===== src/design/mie_pkg.sv =====
`default_nettype none

package mie_pkg;

  // Controller states, one-hot
  typedef enum logic [5:0] {
    ST_IDLE   = 6'b000001,
    ST_START  = 6'b000010,
    ST_DIV    = 6'b000100,
    ST_UPDATE = 6'b001000,
    ST_FINISH = 6'b010000,
    ST_SPARE  = 6'b100000
  } state_t;

  // Commands from controller to datapath
  typedef struct packed {
    logic load;       // capture a new operand pair
    logic div_start;  // set up one long division
    logic div_step;   // one quotient bit
    logic update;     // fold quotient into remainders and coefficients
    logic finish;     // form the reduced coefficient into the output register
  } ctl_t;

  // Status from datapath to controller
  typedef struct packed {
    logic r_zero;     // current divisor is zero
    logic div_last;   // division on its final bit
  } sts_t;

endpackage

`default_nettype wire


===== src/design/mie_dpath.sv =====
`default_nettype none

module mie_dpath #(
  parameter int unsigned DATA_WIDTH = 32
) (
  input  wire logic                  clk,
  input  wire mie_pkg::ctl_t         cmd,
  output mie_pkg::sts_t              sts,
  input  wire logic [DATA_WIDTH-1:0] value,
  input  wire logic [DATA_WIDTH-1:0] modulus,
  output logic      [DATA_WIDTH-1:0] inverse
);

  localparam int unsigned CNT_W = $clog2(DATA_WIDTH);

  logic [DATA_WIDTH-1:0] r_old;   // dividend of the next step
  logic [DATA_WIDTH-1:0] r;       // divisor of the next step
  logic [DATA_WIDTH-1:0] s_old;   // coefficient magnitudes, signs alternate
  logic [DATA_WIDTH-1:0] s;
  logic [DATA_WIDTH-1:0] m;
  logic [DATA_WIDTH-1:0] dq;      // dividend bits shifting out, quotient bits in
  logic [DATA_WIDTH-1:0] rem;
  logic [DATA_WIDTH-1:0] acc;     // running quotient * s
  logic [CNT_W-1:0]      cnt;
  logic                  parity;  // set: s_old is negative

  logic [DATA_WIDTH:0]   rem_sh;
  logic [DATA_WIDTH:0]   diff;
  logic                  fits;
  logic [DATA_WIDTH-1:0] rem_next;
  logic [DATA_WIDTH-1:0] acc_next;
  logic [DATA_WIDTH-1:0] inverse_next;

  // restoring division, one bit per cycle; the product q*s builds MSB first
  assign rem_sh   = {rem, dq[DATA_WIDTH-1]};
  assign diff     = rem_sh - {1'b0, r};
  assign fits     = (rem_sh >= {1'b0, r});
  assign rem_next = fits ? diff[DATA_WIDTH-1:0] : rem_sh[DATA_WIDTH-1:0];
  assign acc_next = {acc[DATA_WIDTH-2:0], 1'b0} + (fits ? s : '0);

  always_comb begin
    if (m == '0) begin
      inverse_next = '0;
    end else if (parity && (s_old != '0)) begin
      inverse_next = m - s_old;
    end else begin
      inverse_next = s_old;
    end
  end

  always_ff @(posedge clk) begin
    if (cmd.load) begin
      r_old  <= value;
      r      <= modulus;
      m      <= modulus;
      s_old  <= DATA_WIDTH'(1);
      s      <= '0;
      parity <= 1'b0;
    end else if (cmd.div_start) begin
      dq  <= r_old;
      rem <= '0;
      acc <= '0;
      cnt <= CNT_W'(DATA_WIDTH - 1);
    end else if (cmd.div_step) begin
      dq  <= {dq[DATA_WIDTH-2:0], fits};
      rem <= rem_next;
      acc <= acc_next;
      cnt <= cnt - 1'b1;
    end else if (cmd.update) begin
      r_old  <= r;
      r      <= rem;
      s_old  <= s;
      s      <= s_old + acc;
      parity <= ~parity;
    end else if (cmd.finish) begin
      inverse <= inverse_next;
    end
  end

  assign sts.r_zero   = (r == '0);
  assign sts.div_last = (cnt == '0);

endmodule

`default_nettype wire


===== src/design/mie_ctrl.sv =====
`default_nettype none

module mie_ctrl (
  input  wire logic          clk,
  input  wire logic          rst,
  input  wire logic          in_valid,
  output logic               in_stall,
  output logic               out_valid,
  input  wire logic          out_stall,
  input  wire mie_pkg::sts_t sts,
  output mie_pkg::ctl_t      cmd
);

  mie_pkg::state_t state;
  mie_pkg::state_t state_next;

  assign in_stall = (state != mie_pkg::ST_IDLE);

  always_comb begin
    state_next = state;
    cmd        = '0;
    unique case (state)
      mie_pkg::ST_IDLE: begin
        if (in_valid) begin
          cmd.load   = 1'b1;
          state_next = mie_pkg::ST_START;
        end
      end
      mie_pkg::ST_START: begin
        if (sts.r_zero) begin
          state_next = mie_pkg::ST_FINISH;
        end else begin
          cmd.div_start = 1'b1;
          state_next    = mie_pkg::ST_DIV;
        end
      end
      mie_pkg::ST_DIV: begin
        cmd.div_step = 1'b1;
        if (sts.div_last) begin
          state_next = mie_pkg::ST_UPDATE;
        end
      end
      mie_pkg::ST_UPDATE: begin
        cmd.update = 1'b1;
        state_next = mie_pkg::ST_START;
      end
      mie_pkg::ST_FINISH: begin
        // wait for the output register to free up
        if (!out_valid || !out_stall) begin
          cmd.finish = 1'b1;
          state_next = mie_pkg::ST_IDLE;
        end
      end
      default: begin
        state_next = mie_pkg::ST_IDLE;
      end
    endcase
  end

  always_ff @(posedge clk) begin
    if (rst) begin
      state     <= mie_pkg::ST_IDLE;
      out_valid <= 1'b0;
    end else begin
      state <= state_next;
      if (cmd.finish) begin
        out_valid <= 1'b1;
      end else if (!out_stall) begin
        out_valid <= 1'b0;
      end
    end
  end

endmodule

`default_nettype wire


===== src/design/modular_inverse_ext_euclid.sv =====
// Modular inverse by the extended Euclidean algorithm.
//
// Input channel: in_valid / in_stall carry one beat of {value, modulus}.
// Output channel: out_valid / out_stall carry one beat of inverse, the
// Bezout coefficient of value reduced into 0..modulus-1 (the inverse when
// gcd(value, modulus) is 1; no flag otherwise). Modulus zero gives 0.
//
// Timing: one item at a time; the next beat is taken only once the result
// has gone into the output register. Each Euclid step is a bit-serial
// restoring division of DATA_WIDTH quotient bits, with a setup state before
// it and an update state after it. For 32-bit operands the number of
// quotient steps is at most 46. The product q*s is accumulated alongside
// the serial division, with alternating coefficient signs.
//
// Output is registered and holds its beat while out_stall is high; a
// later result waits in the controller, with in_stall high, until the
// register frees. Reset (synchronous, rst) returns the controller to idle
// and drops out_valid; nothing else persists between items.

`default_nettype none

module modular_inverse_ext_euclid #(
  parameter int unsigned DATA_WIDTH = 32
) (
  input  wire logic                  clk,
  input  wire logic                  rst,
  input  wire logic                  in_valid,
  output logic                       in_stall,
  input  wire logic [DATA_WIDTH-1:0] value,
  input  wire logic [DATA_WIDTH-1:0] modulus,
  output logic                       out_valid,
  input  wire logic                  out_stall,
  output logic      [DATA_WIDTH-1:0] inverse
);

  mie_pkg::ctl_t cmd;
  mie_pkg::sts_t sts;

  mie_ctrl u_ctrl (
    .clk       (clk),
    .rst       (rst),
    .in_valid  (in_valid),
    .in_stall  (in_stall),
    .out_valid (out_valid),
    .out_stall (out_stall),
    .sts       (sts),
    .cmd       (cmd)
  );

  mie_dpath #(
    .DATA_WIDTH (DATA_WIDTH)
  ) u_dpath (
    .clk     (clk),
    .cmd     (cmd),
    .sts     (sts),
    .value   (value),
    .modulus (modulus),
    .inverse (inverse)
  );

  // an accepted beat keeps the block busy for at least the next cycle
  a_busy_after_accept : assert property (@(posedge clk) disable iff (rst)
    (in_valid && !in_stall) |=> in_stall)
    else $error("input accepted but block not busy");

  // a new result only appears at the end of a computation
  a_result_from_work : assert property (@(posedge clk) disable iff (rst)
    $rose(out_valid) |-> $past(in_stall))
    else $error("result appeared without an item in flight");

  // the datapath never gets two commands in one cycle
  a_one_command : assert property (@(posedge clk) disable iff (rst)
    $onehot0(cmd))
    else $error("conflicting datapath commands");

endmodule

`default_nettype wire


===== config.mk =====
export PLATFORM = sky130hd
export DESIGN_NAME = modular_inverse_ext_euclid
export DESIGN_NICKNAME = d
export VERILOG_FILES = /design/src/design/mie_pkg.sv /design/src/design/mie_dpath.sv /design/src/design/mie_ctrl.sv /design/src/design/modular_inverse_ext_euclid.sv
export SDC_FILE = /design/constraint.sdc
export NUM_CORES = 1
export LEC_CHECK = 0
export BUFFER_PORTS_ARGS = -buffer_cell sky130_fd_sc_hd__buf_2
export CAP_MARGIN = 0
export CORE_ASPECT_RATIO = 1.2
export CORE_UTILIZATION = 35
export CTS_BUF_LIST = sky130_fd_sc_hd__clkbuf_8
export DETAILED_ROUTE_END_ITERATION = 8
export GPL_TIMING_DRIVEN = 0
export PLACE_DENSITY = 0.58
export SYNTH_ARGS = -nofsm -noshare
export SYNTH_HDL_FRONTEND = slang
export SYNTH_SLANG_ARGS = --single-unit

===== constraint.sdc =====
create_clock -name clk -period 12.8 [get_ports clk]
set_clock_uncertainty 0.05 [all_clocks]
set_input_delay 1.92 -clock clk [delete_from_list [all_inputs] [get_ports clk]]
set_output_delay 1.92 -clock clk [all_outputs]
set_load 0.05 [all_outputs]

Yosys cells after proc, flatten, opt, wreduce, memory -nomap -nowiden

Index checks and enable logic that the tools add are counted.

ROM bits: 0
Bits in writable memories: 0
Input bits: 68
Word-level logic and storage cells: 82
Memories kept: 0
Flip-flop bits (word level): 301
Output and inout port bits: 34
Bits in latches: 0

Reductions and logical operators: 15
Divide/modulo/power cells: 0
Shifts and indexed selects: 0
Add/subtract/negate cells: 5
Multiplexer cells: 31
$lt $le $gt $ge: 1
Multiply operators: 0
Eq/ne operators: 12
Bitwise gates (word level): 5

Operators by type and width:

| kind                | count |
|---|---|
| $mux 32             | 15 |
| $add 32x32->32      | 2 |
| $logic_not 32->1    | 2 |
| $sub 32x32->32      | 2 |
| $ge 33x32->1        | 1 |
| $reduce_bool 32->1  | 1 |
| $pmux 6 s5          | 1 |
| $mux 6              | 3 |
| $mux 1              | 10 |
| $mux 5              | 2 |
| $reduce_and 3->1    | 3 |
| $ne 2x1->1 const B  | 4 |
| $eq 6x1->1 const B  | 1 |
| $eq 6x2->1 const B  | 1 |
| $eq 6x3->1 const B  | 1 |
| $eq 6x4->1 const B  | 1 |
| $eq 6x5->1 const B  | 1 |
| $ne 6x1->1 const B  | 1 |
| $logic_not 5->1     | 1 |
| $not 1->1           | 5 |
| $reduce_and 5->1    | 1 |
| $sub 5x1->5 const B | 1 |
| $ne 2x2->1 const B  | 2 |
| $reduce_bool 2->1   | 2 |
| other kinds (4)     | 5 |

Longest topological paths before layout

Depth after elaboration: 6
Gate-level depth with buffers: 23
Depth with buffers taken out: 20

Hierarchy

A second synthesis with hierarchy kept.

Cells, all modules: 1922
Area total of the unflattened synthesis: 18570.3 um2

By module, submodules not included:

| module    | instances | area each (um2) | seq. area each (um2) | cells each |
|---|---|---|---|---|
| mie_dpath | 1         | 18193.7         | 8177.8               | 1879 |
| mie_ctrl  | 1         | 376.6           | 120.1                | 43 |

Least setup slack after synthesis

OpenSTA, ideal clock, no wires.

Path type: reg2reg
Start: reg u_dpath.rem[6]
End: reg u_dpath.acc[25] (data pin)
Data required time: 12488 ps
Path buffers: 3
Period minus slack after synthesis: 4673 ps
Setup time: 262 ps
Cell stages (with the launch flop): 23
Slack: 8127 ps
Arrival time: 4361 ps
Path through: edfxtp_1 -> ha_1 -> buf_2 -> and3_1 -> and3_1 -> a21boi_2 -> o31a_1 -> a21oi_1 -> a21oi_2 -> buf_4 -> clkbuf_1 -> and2_1 -> ha_1 -> fa_1 -> a211oi_1 -> o21bai_2 -> nand3_1 -> a211oi_1 -> o21ai_0 -> a21oi_1 -> o21ai_0 -> mux2i_1 -> nand3_1

Cells in the longest elaborated chain, start to end: 4

Ends and longest elaborated chain:

| element                  | line            | source |
|---|---|---|
| start: declaration       | mie_dpath.sv:22 | `logic [DATA_WIDTH-1:0] rem;` |
| start signal: assignment | mie_dpath.sv:66 | `rem <= rem_next;` |
| $ge 33x32->1             | mie_dpath.sv:37 | `assign fits = (rem_sh >= {1'b0, r});` |
| $mux 32                  | mie_dpath.sv:39 | `assign acc_next = {acc[DATA_WIDTH-2:0], 1'b0} + (fits ? s : '0);` |
| $add 32x32->32           | mie_dpath.sv:39 |  |
| $mux 32                  | mie_dpath.sv:64 | `end else if (cmd.div_step) begin` |
| end signal: assignment   | mie_dpath.sv:67 | `acc <= acc_next;` |
| end: declaration         | mie_dpath.sv:23 | `logic [DATA_WIDTH-1:0] acc;` |

Every way passes these cells. The select of a mux whose other input is x is not followed.
A chain may end at the register's enable or synchronous reset.

Final worst setup path

Start: reg u_dpath.rem[19]
End: reg u_dpath.acc[31] (data pin)

Same word-level chain as after synthesis.

==> flow_summary.ini <==
[finish]
layout-drive-gt1-share = 0.0993
fillers = 5333
fin_nets = 2388
final-seq-area_um2 = 8300
syn_to_final_growth_pct = 13.6
multi_input_area_um2 = 9710
final_design_area_no_fill_um2 = 21200

[die]
die_x_um = 213
start_util = 0.355
core_area_um2 = 52600
fp.dieH_um = 255
ioPinCount = 102
die_area_um2 = 54300
row_count = 92

[synthesis]
synth_compound_area_frac = 0.183
yosysSeqAreaShare = 0.444
synth_nets = 2228
synthMuxAreaShare = 0.0145
ys_types = 88
synth_simple_gate_area_share = 0.195
synth_top_family_by_area = simple AND/OR/NAND/NOR gates
syn-instance-count = 2031
synth_xor_area_frac = 0.0384
syn_area_um2 = 18700
ys_seq_elements = 300
synth_flop_cell = edfxtp_1
synth_edf_count = 229
synth_area_per_cell_um2 = 9.20
async_flop_share = 0
synth_fa_ha_area_frac = 0.0880
yosysWarningCount = 0

[routing]
wl_per_cell_um = 20.2
wirelength_um = 59300
drc = 0
drt_iter0_drc = 1182
vias = 16100
first_pass_iters = 5
antenna_left = 0
vias_per_cell = 5.46

[critical_path]
endpoint_kind = flip-flop
worstPathRequired_ps = 13170
crit_end = u_dpath.acc[31]
critPathMaxStageDelay_ps = 570
arrival_ps = 6900
reg2reg_to = u_dpath.acc[31]
reg2reg_slack_ps = 6270
path_cells = ha_1 > clkbuf_1 > nand2_1 > nor3_1 > a41oi_1 > o22ai_1 > nor3_1 > a21oi_2 > buf_4 > clkbuf_1 > and2_1 > ha_1 > fa_1 > a211oi_1 > o21bai_2 > nand3_1 > a211oi_1 > o22ai_1 > o311ai_1 > o211ai_1 > a21oi_1 > mux2i_1
cp_slowest_cell = o311ai_1
critPathLaunch = u_dpath.rem[19]
timing.rr.start = u_dpath.rem[19]
r2r.worst_path.cells = 22
crit_path_start_kind = flip-flop
critical_path.max_fanout = 10
path_class = reg -> reg

[placed_design]
dp_hpwl_um = 45900
dpl_cell_area_um2 = 20200
pre_cts_slack_ps = 6350
gp_congestion = 0.965
portBuffers = 101

[sta]
finalHoldViolations = 0
max_freq_ghz = 0.153
post-route-period-util = 0.510
slew_viol_final = 0
setup_slack_ps = 6270
rsz0062_at_grt = false
slew_headroom = 0.360
setup_viol = 0
setup-tns-final_ps = 0
finalCriticalPeriod_ps = 6530
worst_slew_pin_slew_ps = 954

[cts]
cts_root_buffer = clkbuf_8
cts_hold_buf = 0
cts_resized = 0
clk_pin_slew_worst_paths_ps = 60
clk_latency_ps = 680
postCtsSetupBuffers = 0
clock_tree.buffer_depth = 3
cts_tree = built
clock-sinks = 300
h-tree-depth = 2
cts_buffers = 54

[grt]
antenna_found_initial = 2
grt_remaining_overflow = 0
grt_pass1_wl_um = 89600
grt_pass1_vias = 15600
grt.total_usage = 0.218
grt_start_max_net_pins = 65

[min_path]
holdCritPathClass = reg -> reg

[run_status]
outcome = finished clean

[power_and_ir_drop]
powerDensity_nw_per_um2 = 189
power.leakage_nw = 8.59
ir_worst_vdd_mv = 0.127
finalPower_w = 0.00401

[run]
maxCapViolations = 0
-- power breakdown --
group	total (W)	internal, W	switching (W)	leakage, nW
clock	0.000901	0.000465	0.000436	0.620
combinational	0.00163	0.000578	0.00106	5.27
sequential	0.00147	0.00135	0.000117	2.70
total	0.00401	0.00240	0.00161	8.59
-- registers in the layout (all words and copies together) (netlist names), 32 cells and up --
register         cells
u_dpath.rem         32
u_dpath.s           32
u_dpath.acc         32
u_dpath.inverse     32
u_dpath.r_old       32
u_dpath.dq          32
u_dpath.s_old       32
u_dpath.m           32
u_dpath.r           32
-- cell families (layout without fill, tap and decap cells) --
logic type      count (synthesis)  count (layout)
simple gates                  789             789
fa+ha+maj                     129             129
buf+inv                       178             383
xor+xnor                       82              82
mux                            27              27
flops                         300             300
other cells                     0               1
compound gates                526             526
-- critical path, delay by kind of cell, from the launching register on --
kind | cells | cell delay [ps]
buffers and inverters | 3 | 1030
flip-flops | 1 | 410
adder cells (fa/ha/maj) | 3 | 730
AO/OA/AOI/OAI | 10 | 2910
AND/OR/NAND/NOR | 5 | 1010
multiplexers | 1 | 110
-- layout make-up --
type,count,share of cell area
multi-input combinational,1553,0.458
sequential,300,0.391
tap,705,0.0416
clock buffer,59,0.0383
timing repair buffer,104,0.0270
inverter,93,0.0166
buffer,85,0.0162
clock inverter,42,0.0114
antenna,1,0.000118
-- worst min path at each step --
stage | slack, ps | endpoint | from | cells past startpoint
after floorplan | 380 | u_dpath.s_old[28] | u_dpath.s[28] | 2
after global placement | 420 | u_dpath.s_old[14] | u_dpath.s[14] | 2
after detailed placement | 430 | u_dpath.s[13] | u_dpath.s[13] | 2
after CTS | 440 | u_dpath.s[13] | u_dpath.s[13] | 2
after global routing | 470 | u_dpath.s[11] | u_dpath.s[11] | 2
final | 440 | u_dpath.s_old[14] | u_dpath.s[14] | 2
-- layer usage --
metal	global-route usage	part of all wire
met5	0	0.00039
met3	0.0333	0.058
met1	0.268	0.41
met2	0.372	0.48
met4	0.103	0.045
-- layout by cell type (no fill, tap or decap), types with 6 or more instances in the layout --
cell type	count
ha_1	125
edfxtp_1	229
and2_1	35
o21ai_0	110
xnor2_1	52
o21a_1	26
buf_2	111
o211ai_1	8
a21o_1	56
clkbuf_8	59
a31oi_1	11
nor2_1	151
nor3_1	42
a21oi_1	141
and3_1	17
nor3b_1	8
a211oi_1	33
xor2_1	30
clkbuf_1	65
buf_1	6
mux2i_1	26
dfxtp_1	71
nand4_1	16
nor2b_1	21
nor4_1	29
o21bai_1	13
nand2b_1	14
clkinv_2	6
o21ai_1	16
or3_1	10
nand3_1	49
inv_1	112
clkinv_1	9
nand3b_1	12
o31ai_1	41
nand2_1	356
-- stage by stage --
| step | hold slack [ps] | std cells | utilization |
|---|---|---|---|
| detailed placement | 433 | 2840 | 0.383 |
| CTS | 440 | 2941 | 0.403 |
| global route | 470 | 2941 | 0.403 |
| global placement | 424 | 2837 | 0.382 |
| finish | 436 | 2942 | 0.403 |
| floorplan | 384 | 2031 | - |
-- synth_stat cells, types with 17 or more instances --
cell,n,area share
a211oi_1,33,0.013
a21o_1,56,0.023
a21oi_1,142,0.038
and2_1,35,0.012
and3_1,17,0.0057
clkbuf_1,66,0.013
dfxtp_1,71,0.076
edfxtp_1,229,0.37
ha_1,125,0.084
inv_1,91,0.018
mux2i_1,26,0.014
nand2_1,357,0.072
nand3_1,49,0.013
nor2_1,151,0.030
nor2b_1,21,0.0070
nor3_1,42,0.011
nor4_1,29,0.0097
o21a_1,26,0.010
o21ai_0,110,0.029
o31ai_1,41,0.016
xnor2_1,52,0.024
xor2_1,30,0.014
Note: power is estimated with default switching activity, not from simulation.
